### config.mk
export PLATFORM = sky130hd
export DESIGN_NAME = masked_byte_pattern_search_unit
export DESIGN_NICKNAME = d
export VERILOG_FILES = /design/src/sv/mbps_pkg.sv /design/src/sv/mbps_cell.sv /design/src/sv/mbps_obuf.sv /design/src/sv/masked_byte_pattern_search_unit.sv
export VERILOG_INCLUDE_DIRS = /design/src /design/src/sv
export SDC_FILE = /design/constraint.sdc
export NUM_CORES = 2
export LEC_CHECK = 0
export BUFFER_PORTS_ARGS = -buffer_cell sky130_fd_sc_hd__buf_4
export CAP_MARGIN = 25
export CORE_ASPECT_RATIO = 0.6
export CORE_UTILIZATION = 45
export CTS_CLUSTER_DIAMETER = 40
export CTS_CLUSTER_SIZE = 20
export DETAILED_ROUTE_END_ITERATION = 12
export PLACE_DENSITY = 0.66
export SETUP_SLACK_MARGIN = 0.1
export SLEW_MARGIN = 10
export SYNTH_ARGS = -nofsm -noshare
export SYNTH_HDL_FRONTEND = slang
export SYNTH_HIERARCHICAL = 1
export SYNTH_SLANG_ARGS = --single-unit
export TNS_END_PERCENT = 50
### constraint.sdc
create_clock -name clk -period 24.6 [get_ports clk]
set_clock_uncertainty 0.15 [all_clocks]
set_input_delay 1.23 -clock clk [delete_from_list [all_inputs] [get_ports clk]]
set_output_delay 1.23 -clock clk [all_outputs]
set_load 0.01 [all_outputs]
### src/sv/assert_macros.svh
// Assertion helpers shared by the search unit modules.
`ifndef ASSERT_MACROS_SVH
`define ASSERT_MACROS_SVH

// Check a property on every clock edge outside reset.
`define CHECK_ALWAYS(label, clk, rst_n, prop, msg) \
  label: assert property (@(posedge clk) disable iff (!rst_n) (prop)) \
    else $error(msg);

// Check that a condition leads to a consequence in the next cycle.
`define CHECK_NEXT(label, clk, rst_n, ante, cons, msg) \
  label: assert property (@(posedge clk) disable iff (!rst_n) (ante) |=> (cons)) \
    else $error(msg);

`endif

### src/sv/mbps_pkg.sv
package mbps_pkg;

  // Width of a cell slot number; covers the largest supported chain.
  localparam int unsigned SLOT_W = 8;

  // Operation codes of an input item.
  localparam logic OP_WRITE = 1'b0;
  localparam logic OP_SCAN  = 1'b1;

  typedef struct packed {
    logic       operation;
    logic [5:0] entry_index;
    logic [7:0] entry_byte;
    logic       entry_wild;
    logic [7:0] data_byte;
    logic       data_last;
  } in_item_t;

  typedef struct packed {
    logic        found;
    logic [31:0] match_offset;
  } out_item_t;

  // Pattern load into one cell of the chain.
  typedef struct packed {
    logic              en;
    logic [SLOT_W-1:0] slot;
    logic [7:0]        pbyte;
    logic              wild;
  } cell_wr_t;

endpackage

### src/sv/mbps_cell.sv
module mbps_cell #(
  parameter int unsigned INDEX = 0
) (
  input  logic               clk,
  input  logic               rst_n,
  input  logic               shift_en,
  input  logic [7:0]         byte_in,
  output logic [7:0]         byte_out,
  input  mbps_pkg::cell_wr_t wr,
  input  logic               active,
  output logic               hit
);

  localparam logic [mbps_pkg::SLOT_W-1:0] MY_SLOT = INDEX[mbps_pkg::SLOT_W-1:0];

  logic [7:0] win_r;
  logic [7:0] pat_byte_r;
  logic       pat_wild_r;

  // Advance the window byte to the next cell on each scanned byte
  always_ff @(posedge clk) begin
    if (!rst_n) begin
      win_r <= '0;
    end else if (shift_en) begin
      win_r <= byte_in;
    end
  end

  // Load the pattern entry aligned to this window position
  always_ff @(posedge clk) begin
    if (wr.en && (wr.slot == MY_SLOT)) begin
      pat_byte_r <= wr.pbyte;
      pat_wild_r <= wr.wild;
    end
  end

  assign byte_out = win_r;

  // Compare the byte that takes this position on the current shift
  assign hit = !active || pat_wild_r || (pat_byte_r == byte_in);

endmodule

### src/sv/mbps_obuf.sv
`include "assert_macros.svh"

module mbps_obuf (
  input  logic                clk,
  input  logic                rst_n,
  input  logic                push,
  input  mbps_pkg::out_item_t push_item,
  output logic                full,
  output logic                out_valid,
  input  logic                out_stall,
  output mbps_pkg::out_item_t out_data
);

  logic                head_v_r, head_v_nxt;
  logic                skid_v_r, skid_v_nxt;
  mbps_pkg::out_item_t head_r, head_nxt;
  mbps_pkg::out_item_t skid_r, skid_nxt;
  logic                pop;
  logic                head_v_mid;

  assign pop = head_v_r && !out_stall;

  // Drop the head on a transfer, then place a new result in the first free slot
  always_comb begin
    head_v_nxt = head_v_r;
    skid_v_nxt = skid_v_r;
    head_nxt   = head_r;
    skid_nxt   = skid_r;
    if (pop) begin
      head_v_nxt = skid_v_r;
      head_nxt   = skid_r;
      skid_v_nxt = 1'b0;
    end
    head_v_mid = head_v_nxt;
    if (push) begin
      if (!head_v_mid) begin
        head_v_nxt = 1'b1;
        head_nxt   = push_item;
      end else begin
        skid_v_nxt = 1'b1;
        skid_nxt   = push_item;
      end
    end
  end

  always_ff @(posedge clk) begin
    if (!rst_n) begin
      head_v_r <= 1'b0;
      skid_v_r <= 1'b0;
    end else begin
      head_v_r <= head_v_nxt;
      skid_v_r <= skid_v_nxt;
    end
  end

  always_ff @(posedge clk) begin
    head_r <= head_nxt;
    skid_r <= skid_nxt;
  end

  assign full      = skid_v_r;
  assign out_valid = head_v_r;
  assign out_data  = head_r;

  `CHECK_ALWAYS(a_skid_needs_head, clk, rst_n, !skid_v_r || head_v_r, "skid holds a result without a head")
  `CHECK_ALWAYS(a_no_push_full, clk, rst_n, !(push && skid_v_r), "result pushed into a full buffer")
  `CHECK_NEXT(a_skid_moves_up, clk, rst_n, pop && skid_v_r, head_v_r && !skid_v_r, "skid result lost on transfer")

endmodule

### src/sv/masked_byte_pattern_search_unit.sv
// Masked byte pattern search unit.
// Input channel in_valid / in_stall / in_data: an item with operation write
// loads one pattern entry (byte plus wildcard flag); an item with operation
// scan shifts one region byte into a chain of MAX_PATTERN compare cells, and
// data_last marks the region's final byte. One item is taken per cycle while in_stall is low.
// Result channel out_valid / out_stall / out_data: one result per region,
// pushed into the output buffer as its last byte is taken, with found and the
// start offset of the first match. A two-entry output buffer lets scanning
// go on while a result waits; in_stall also rises when both entries are held.
// Configuration: cfg_we with cfg_wdata sets pattern_length. Each write starts
// a realign pass that copies the pattern memory into the cells through its
// single read port, one entry a cycle, for min(pattern_length, MAX_PATTERN)
// entries; in_stall stays high during that pass.
// Reset clears the window, byte count, match state and output buffer and
// sets pattern_length to 0; pattern entries stay undefined until written.
// A stalled receiver holds results in the buffer; once it is full the input
// side stalls until a transfer frees an entry.
`include "assert_macros.svh"

module masked_byte_pattern_search_unit #(
  parameter int unsigned MAX_PATTERN = 64,
  parameter int unsigned OFFSET_BITS = 32
) (
  input  logic                clk,
  input  logic                rst_n,
  input  logic                in_valid,
  output logic                in_stall,
  input  mbps_pkg::in_item_t  in_data,
  output logic                out_valid,
  input  logic                out_stall,
  output mbps_pkg::out_item_t out_data,
  input  logic                cfg_we,
  input  logic [6:0]          cfg_wdata
);

  localparam int unsigned LEN_W = $clog2(MAX_PATTERN + 1);
  localparam int unsigned IDX_W = (MAX_PATTERN > 1) ? $clog2(MAX_PATTERN) : 1;
  localparam int unsigned CMP_W = (OFFSET_BITS > LEN_W) ? OFFSET_BITS : LEN_W;
  localparam logic [OFFSET_BITS-1:0] CNT_MAX = {OFFSET_BITS{1'b1}};

  logic [6:0]             len_cfg_r;
  logic [LEN_W-1:0]       len_eff;
  logic                   ob_full;
  logic                   busy;
  logic                   in_acc;
  logic                   is_write;
  logic                   is_scan;
  logic                   idx_ok;
  logic                   idx_in_len;
  logic [LEN_W-1:0]       wr_pos;

  logic [8:0]             pat_mem [MAX_PATTERN];
  logic [8:0]             mem_q_r;
  logic                   sw_run_r;
  logic [LEN_W-1:0]       sw_cnt_r;
  logic                   rd_v_r;
  logic [mbps_pkg::SLOT_W-1:0] rd_slot_r;
  logic [LEN_W-1:0]       sw_pos;

  mbps_pkg::cell_wr_t     cell_wr;
  logic [7:0]             chain [MAX_PATTERN];
  logic [MAX_PATTERN-1:0] active;
  logic [MAX_PATTERN-1:0] hit;
  logic                   all_hit;

  logic [OFFSET_BITS-1:0] cnt_r;
  logic                   seen_r;
  logic [OFFSET_BITS-1:0] off_r;
  logic                   counted;
  logic [OFFSET_BITS-1:0] count_new;
  logic                   long_enough;
  logic                   match_new;
  logic                   seen_nxt;
  logic [OFFSET_BITS-1:0] off_nxt;
  logic                   push;
  mbps_pkg::out_item_t    push_item;

  // Clamp the pattern length to the chain size
  assign len_eff = (32'(len_cfg_r) > MAX_PATTERN) ? LEN_W'(MAX_PATTERN) : LEN_W'(len_cfg_r);

  always_ff @(posedge clk) begin
    if (!rst_n) begin
      len_cfg_r <= '0;
    end else if (cfg_we) begin
      len_cfg_r <= cfg_wdata;
    end
  end

  // Input transfer decode
  assign busy     = sw_run_r || rd_v_r;
  assign in_stall = busy || ob_full;
  assign in_acc   = in_valid && !in_stall;
  assign is_write = in_acc && (in_data.operation == mbps_pkg::OP_WRITE);
  assign is_scan  = in_acc && (in_data.operation == mbps_pkg::OP_SCAN);
  assign idx_ok     = {26'd0, in_data.entry_index} < 32'(MAX_PATTERN);
  assign idx_in_len = {26'd0, in_data.entry_index} < 32'(len_eff);
  assign wr_pos     = len_eff - LEN_W'(1) - LEN_W'(in_data.entry_index);

  // Keep the pattern in memory by entry index
  always_ff @(posedge clk) begin
    if (is_write && idx_ok) begin
      pat_mem[IDX_W'(in_data.entry_index)] <= {in_data.entry_wild, in_data.entry_byte};
    end
    mem_q_r <= pat_mem[sw_cnt_r[IDX_W-1:0]];
  end

  // Realign pass: copy entry j into the cell at window age len-1-j
  assign sw_pos = len_eff - LEN_W'(1) - sw_cnt_r;

  always_ff @(posedge clk) begin
    if (!rst_n) begin
      sw_run_r <= 1'b0;
      sw_cnt_r <= '0;
      rd_v_r   <= 1'b0;
    end else begin
      rd_v_r <= sw_run_r && (sw_cnt_r < len_eff);
      if (cfg_we) begin
        sw_run_r <= 1'b1;
        sw_cnt_r <= '0;
      end else if (sw_run_r) begin
        if (sw_cnt_r < len_eff) begin
          sw_cnt_r <= sw_cnt_r + LEN_W'(1);
        end else begin
          sw_run_r <= 1'b0;
        end
      end
    end
  end

  always_ff @(posedge clk) begin
    rd_slot_r <= mbps_pkg::SLOT_W'(sw_pos);
  end

  // Route either the realign copy or a direct pattern write to the cells
  always_comb begin
    cell_wr = '0;
    if (rd_v_r) begin
      cell_wr.en    = 1'b1;
      cell_wr.slot  = rd_slot_r;
      cell_wr.pbyte = mem_q_r[7:0];
      cell_wr.wild  = mem_q_r[8];
    end else if (is_write && idx_in_len) begin
      cell_wr.en    = 1'b1;
      cell_wr.slot  = mbps_pkg::SLOT_W'(wr_pos);
      cell_wr.pbyte = in_data.entry_byte;
      cell_wr.wild  = in_data.entry_wild;
    end
  end

  // Compare chain: cell k sees the byte that becomes window age k
  assign chain[0] = in_data.data_byte;

  for (genvar k = 0; k < MAX_PATTERN; k++) begin : g_cell
    assign active[k] = LEN_W'(k) < len_eff;
    if (k < MAX_PATTERN - 1) begin : g_mid
      mbps_cell #(.INDEX(k)) u_cell (
        .clk      (clk),
        .rst_n    (rst_n),
        .shift_en (is_scan),
        .byte_in  (chain[k]),
        .byte_out (chain[k+1]),
        .wr       (cell_wr),
        .active   (active[k]),
        .hit      (hit[k])
      );
    end else begin : g_end
      mbps_cell #(.INDEX(k)) u_cell (
        .clk      (clk),
        .rst_n    (rst_n),
        .shift_en (is_scan),
        .byte_in  (chain[k]),
        .byte_out (),
        .wr       (cell_wr),
        .active   (active[k]),
        .hit      (hit[k])
      );
    end
  end

  assign all_hit = &hit;

  // Count region bytes and record the first match
  assign counted     = cnt_r != CNT_MAX;
  assign count_new   = counted ? (cnt_r + OFFSET_BITS'(1)) : cnt_r;
  assign long_enough = CMP_W'(count_new) >= CMP_W'(len_eff);
  assign match_new   = !seen_r &&
                       ((len_eff == '0) || (counted && long_enough && all_hit));
  assign seen_nxt    = seen_r || match_new;

  always_comb begin
    off_nxt = off_r;
    if (match_new) begin
      if (len_eff == '0) begin
        off_nxt = '0;
      end else begin
        off_nxt = count_new - OFFSET_BITS'(len_eff);
      end
    end
  end

  always_ff @(posedge clk) begin
    if (!rst_n) begin
      cnt_r  <= '0;
      seen_r <= 1'b0;
      off_r  <= '0;
    end else if (is_scan) begin
      if (in_data.data_last) begin
        cnt_r  <= '0;
        seen_r <= 1'b0;
        off_r  <= '0;
      end else begin
        cnt_r  <= count_new;
        seen_r <= seen_nxt;
        off_r  <= off_nxt;
      end
    end
  end

  // Report on the region's last byte
  assign push                   = is_scan && in_data.data_last;
  assign push_item.found        = seen_nxt;
  assign push_item.match_offset = seen_nxt ? 32'(off_nxt) : 32'd0;

  mbps_obuf u_obuf (
    .clk       (clk),
    .rst_n     (rst_n),
    .push      (push),
    .push_item (push_item),
    .full      (ob_full),
    .out_valid (out_valid),
    .out_stall (out_stall),
    .out_data  (out_data)
  );

  `CHECK_NEXT(a_cfg_starts_pass, clk, rst_n, cfg_we, sw_run_r, "length write did not start realign")
  `CHECK_NEXT(a_last_gives_result, clk, rst_n, push, out_valid, "region end produced no result")
  `CHECK_ALWAYS(a_idle_during_pass, clk, rst_n, !(rd_v_r && is_write), "pattern write during realign")

endmodule
==> flow_summary.ini <==
[cts]
cts_hold_buf = 0
clkSlewWorstSetupHoldPaths_ps = 80
post_cts_resized = 0
cts_setup_buffers = 0
root_buffer = clkbuf_16
cts.sinks = 1821
cts_tree = yes
clk-insertion-delay-late_ps = 830
htreeDepth = 4
cts_max_path_buffers = 4
numCtsBuffers = 156

[timing]
relSlewSlack = 0.253
fmax_mhz = 148
period_needed_ps = 6750
rsz0062_at_grt = no
worst_pin_slew_ps = 1110
drv_slew = 0
setup_viol = 0
whs_ps = 314
fin_setup_tns_ps = 0
finalCritPeriodShare = 0.274
hold_viol = 0

[route]
dr_wl_met2_um = 75900
first_pass_iters = 6
m1WireLength_um = 94400
top_layer = met5
drc = 0
antenna_left = 0
dr_total_vias = 43937
wl_um = 191000
wl_met3_um = 17100
wl_per_cell_um = 24.6
post_drt_via_cell_ratio = 5.66
drtIter0Drc = 4850

[die]
dieHeight_um = 321
fp.coreArea_um2 = 168000
dieArea_um2 = 172000
rows = 116
die_x_um = 534
pin_count = 72
start_util = 0.456

[setup_path]
startpoint_type = register
setup.worst_path.class = reg2reg
required_ps = 25050
arrival_ps = 7200
critPathMaxStageDelay_ps = 750
slowest_stage = nor3_1
crit_chain = inv_1, nand2_1, nor3_1, a21oi_1, nor2b_1, o21ai_1, nand4_1, nor4_1, buf_2, nand4_1, nor4_1, o31ai_1, o311a_1, buf_4, o2bb2ai_1
endpoint_kind = register
cp_max_fo = 32

[global_routing]
grt.total_usage = 0.219
grt_pass1_vias = 41774
overflow = 0
grt_pass1_wl_um = 282000
grt_max_degree = 172
antenna_found_initial = 11

[placed_design]
place.gp.congestion = 0.860
port-buffer-count = 71
hpwl_um = 121000

[power]
ir_drop_uv = 45.6
intPower_mw = 4.74
p_seq_frac = 0.527
power_density_nw_per_um2 = 73.0
leakagePower_nw = 26.0
switching_share = 0.238
switching_power_mw = 1.48
comb_power_share = 0.065
p_clk_frac = 0.409

[synthesis]
yosysWarnings = 6
syn-mean-instance-area_um2 = 14.8
mappedNetlistArea_um2 = 76400
synth_cells = 5182

[run_status]
outcome = completed

[layout]
layout_commonest_cell = edfxtp_1
fin_util = 0.509
most-common-layout-cells = edfxtp_1, dfxtp_1, nor2b_1, xnor2_1, mux2i_1
drive_gt1_frac = 0.148
nets = 5480
area_growth_pct = 11.6
fillers = 13931

[hold_path]
min_path_type = reg2reg

[flow_run]
cap_violations = 0
[critical path, delay by kind of cell, from the launching register on]
family	cells	cell delay [ps]
buf+inv	3	1140
compound gates	5	1570
simple gates	7	3130
flops	1	530
[path summary, 6_finish.rpt]
kind                             start  slack, ps                endpoint  cells past startpoint
min             off_r[27]$_SDFFE_PN0P_        310  off_r[27]$_SDFFE_PN0P_                      1
min reg2reg     off_r[27]$_SDFFE_PN0P_        310  off_r[27]$_SDFFE_PN0P_                      1
max reg2reg  len_cfg_r[6]$_SDFFE_PN0P_      17850  off_r[20]$_SDFFE_PN0P_                     15
max          len_cfg_r[6]$_SDFFE_PN0P_      17850  off_r[20]$_SDFFE_PN0P_                     15
[state kept, by name, summed over array words and instances, names as in the netlist, 7 cells and up]
name and flops:
cnt_r 32, g_cell.g_end.u_cell/pat_byte_r 8, g_cell.g_mid.u_cell/byte_out 504, g_cell.g_mid.u_cell/pat_byte_r 504, g_cell.g_mid.u_cell/pat_wild_r 63, len_cfg_r 7
mem_q_r 9, off_r 32, pat_mem 576, rd_slot_r 7, sw_cnt_r 7, u_obuf/out_data 33
u_obuf/skid_r 33
[final cells by class]
type / instances / area, um2 / share of cell area
sequential: 1821 / 48300 / 0.566
multi-input combinational: 3202 / 27400 / 0.322
clock buffer: 176 / 4180 / 0.0490
tap: 2242 / 2810 / 0.0329
timing repair buffer: 178 / 1370 / 0.0161
clock inverter: 95 / 1020 / 0.0120
inverter: 44 / 173 / 0.00202
antenna: 2 / 5.00 / 0.0000587
[power groups by stage]
stage          Clock, mW  Combinational [mW]  Sequential, mW
3_3_place_gp           0               0.392            3.35
5_1_grt             2.71               0.421            3.28
3_5_place_dp           0               0.397            3.35
4_1_cts             2.59               0.398            3.28
6_report            2.54               0.403            3.28
2_1_floorplan          0               0.227            3.35
[metrics by stage]
step / power, mW / instances / setup WS (ps) / cell area (um2)
finish: 6.23 / 7760 / 17850 / 85300
global route: 6.41 / 7758 / 17710 / 85300
CTS: 6.27 / 7726 / 18060 / 85100
detailed placement: 3.75 / 7455 / 18150 / 79900
global placement: 3.74 / 7446 / 17350 / 79800
floorplan: 3.57 / 5245 / 15460 / 76700
[per-layer routing]
layer	vias up	track usage
met5	-	0
met4	2	0.0419
met3	249	0.0446
met2	1723	0.293
met1	22196	0.360
li1	19767	-
Power figures use the tool's default switching activity.
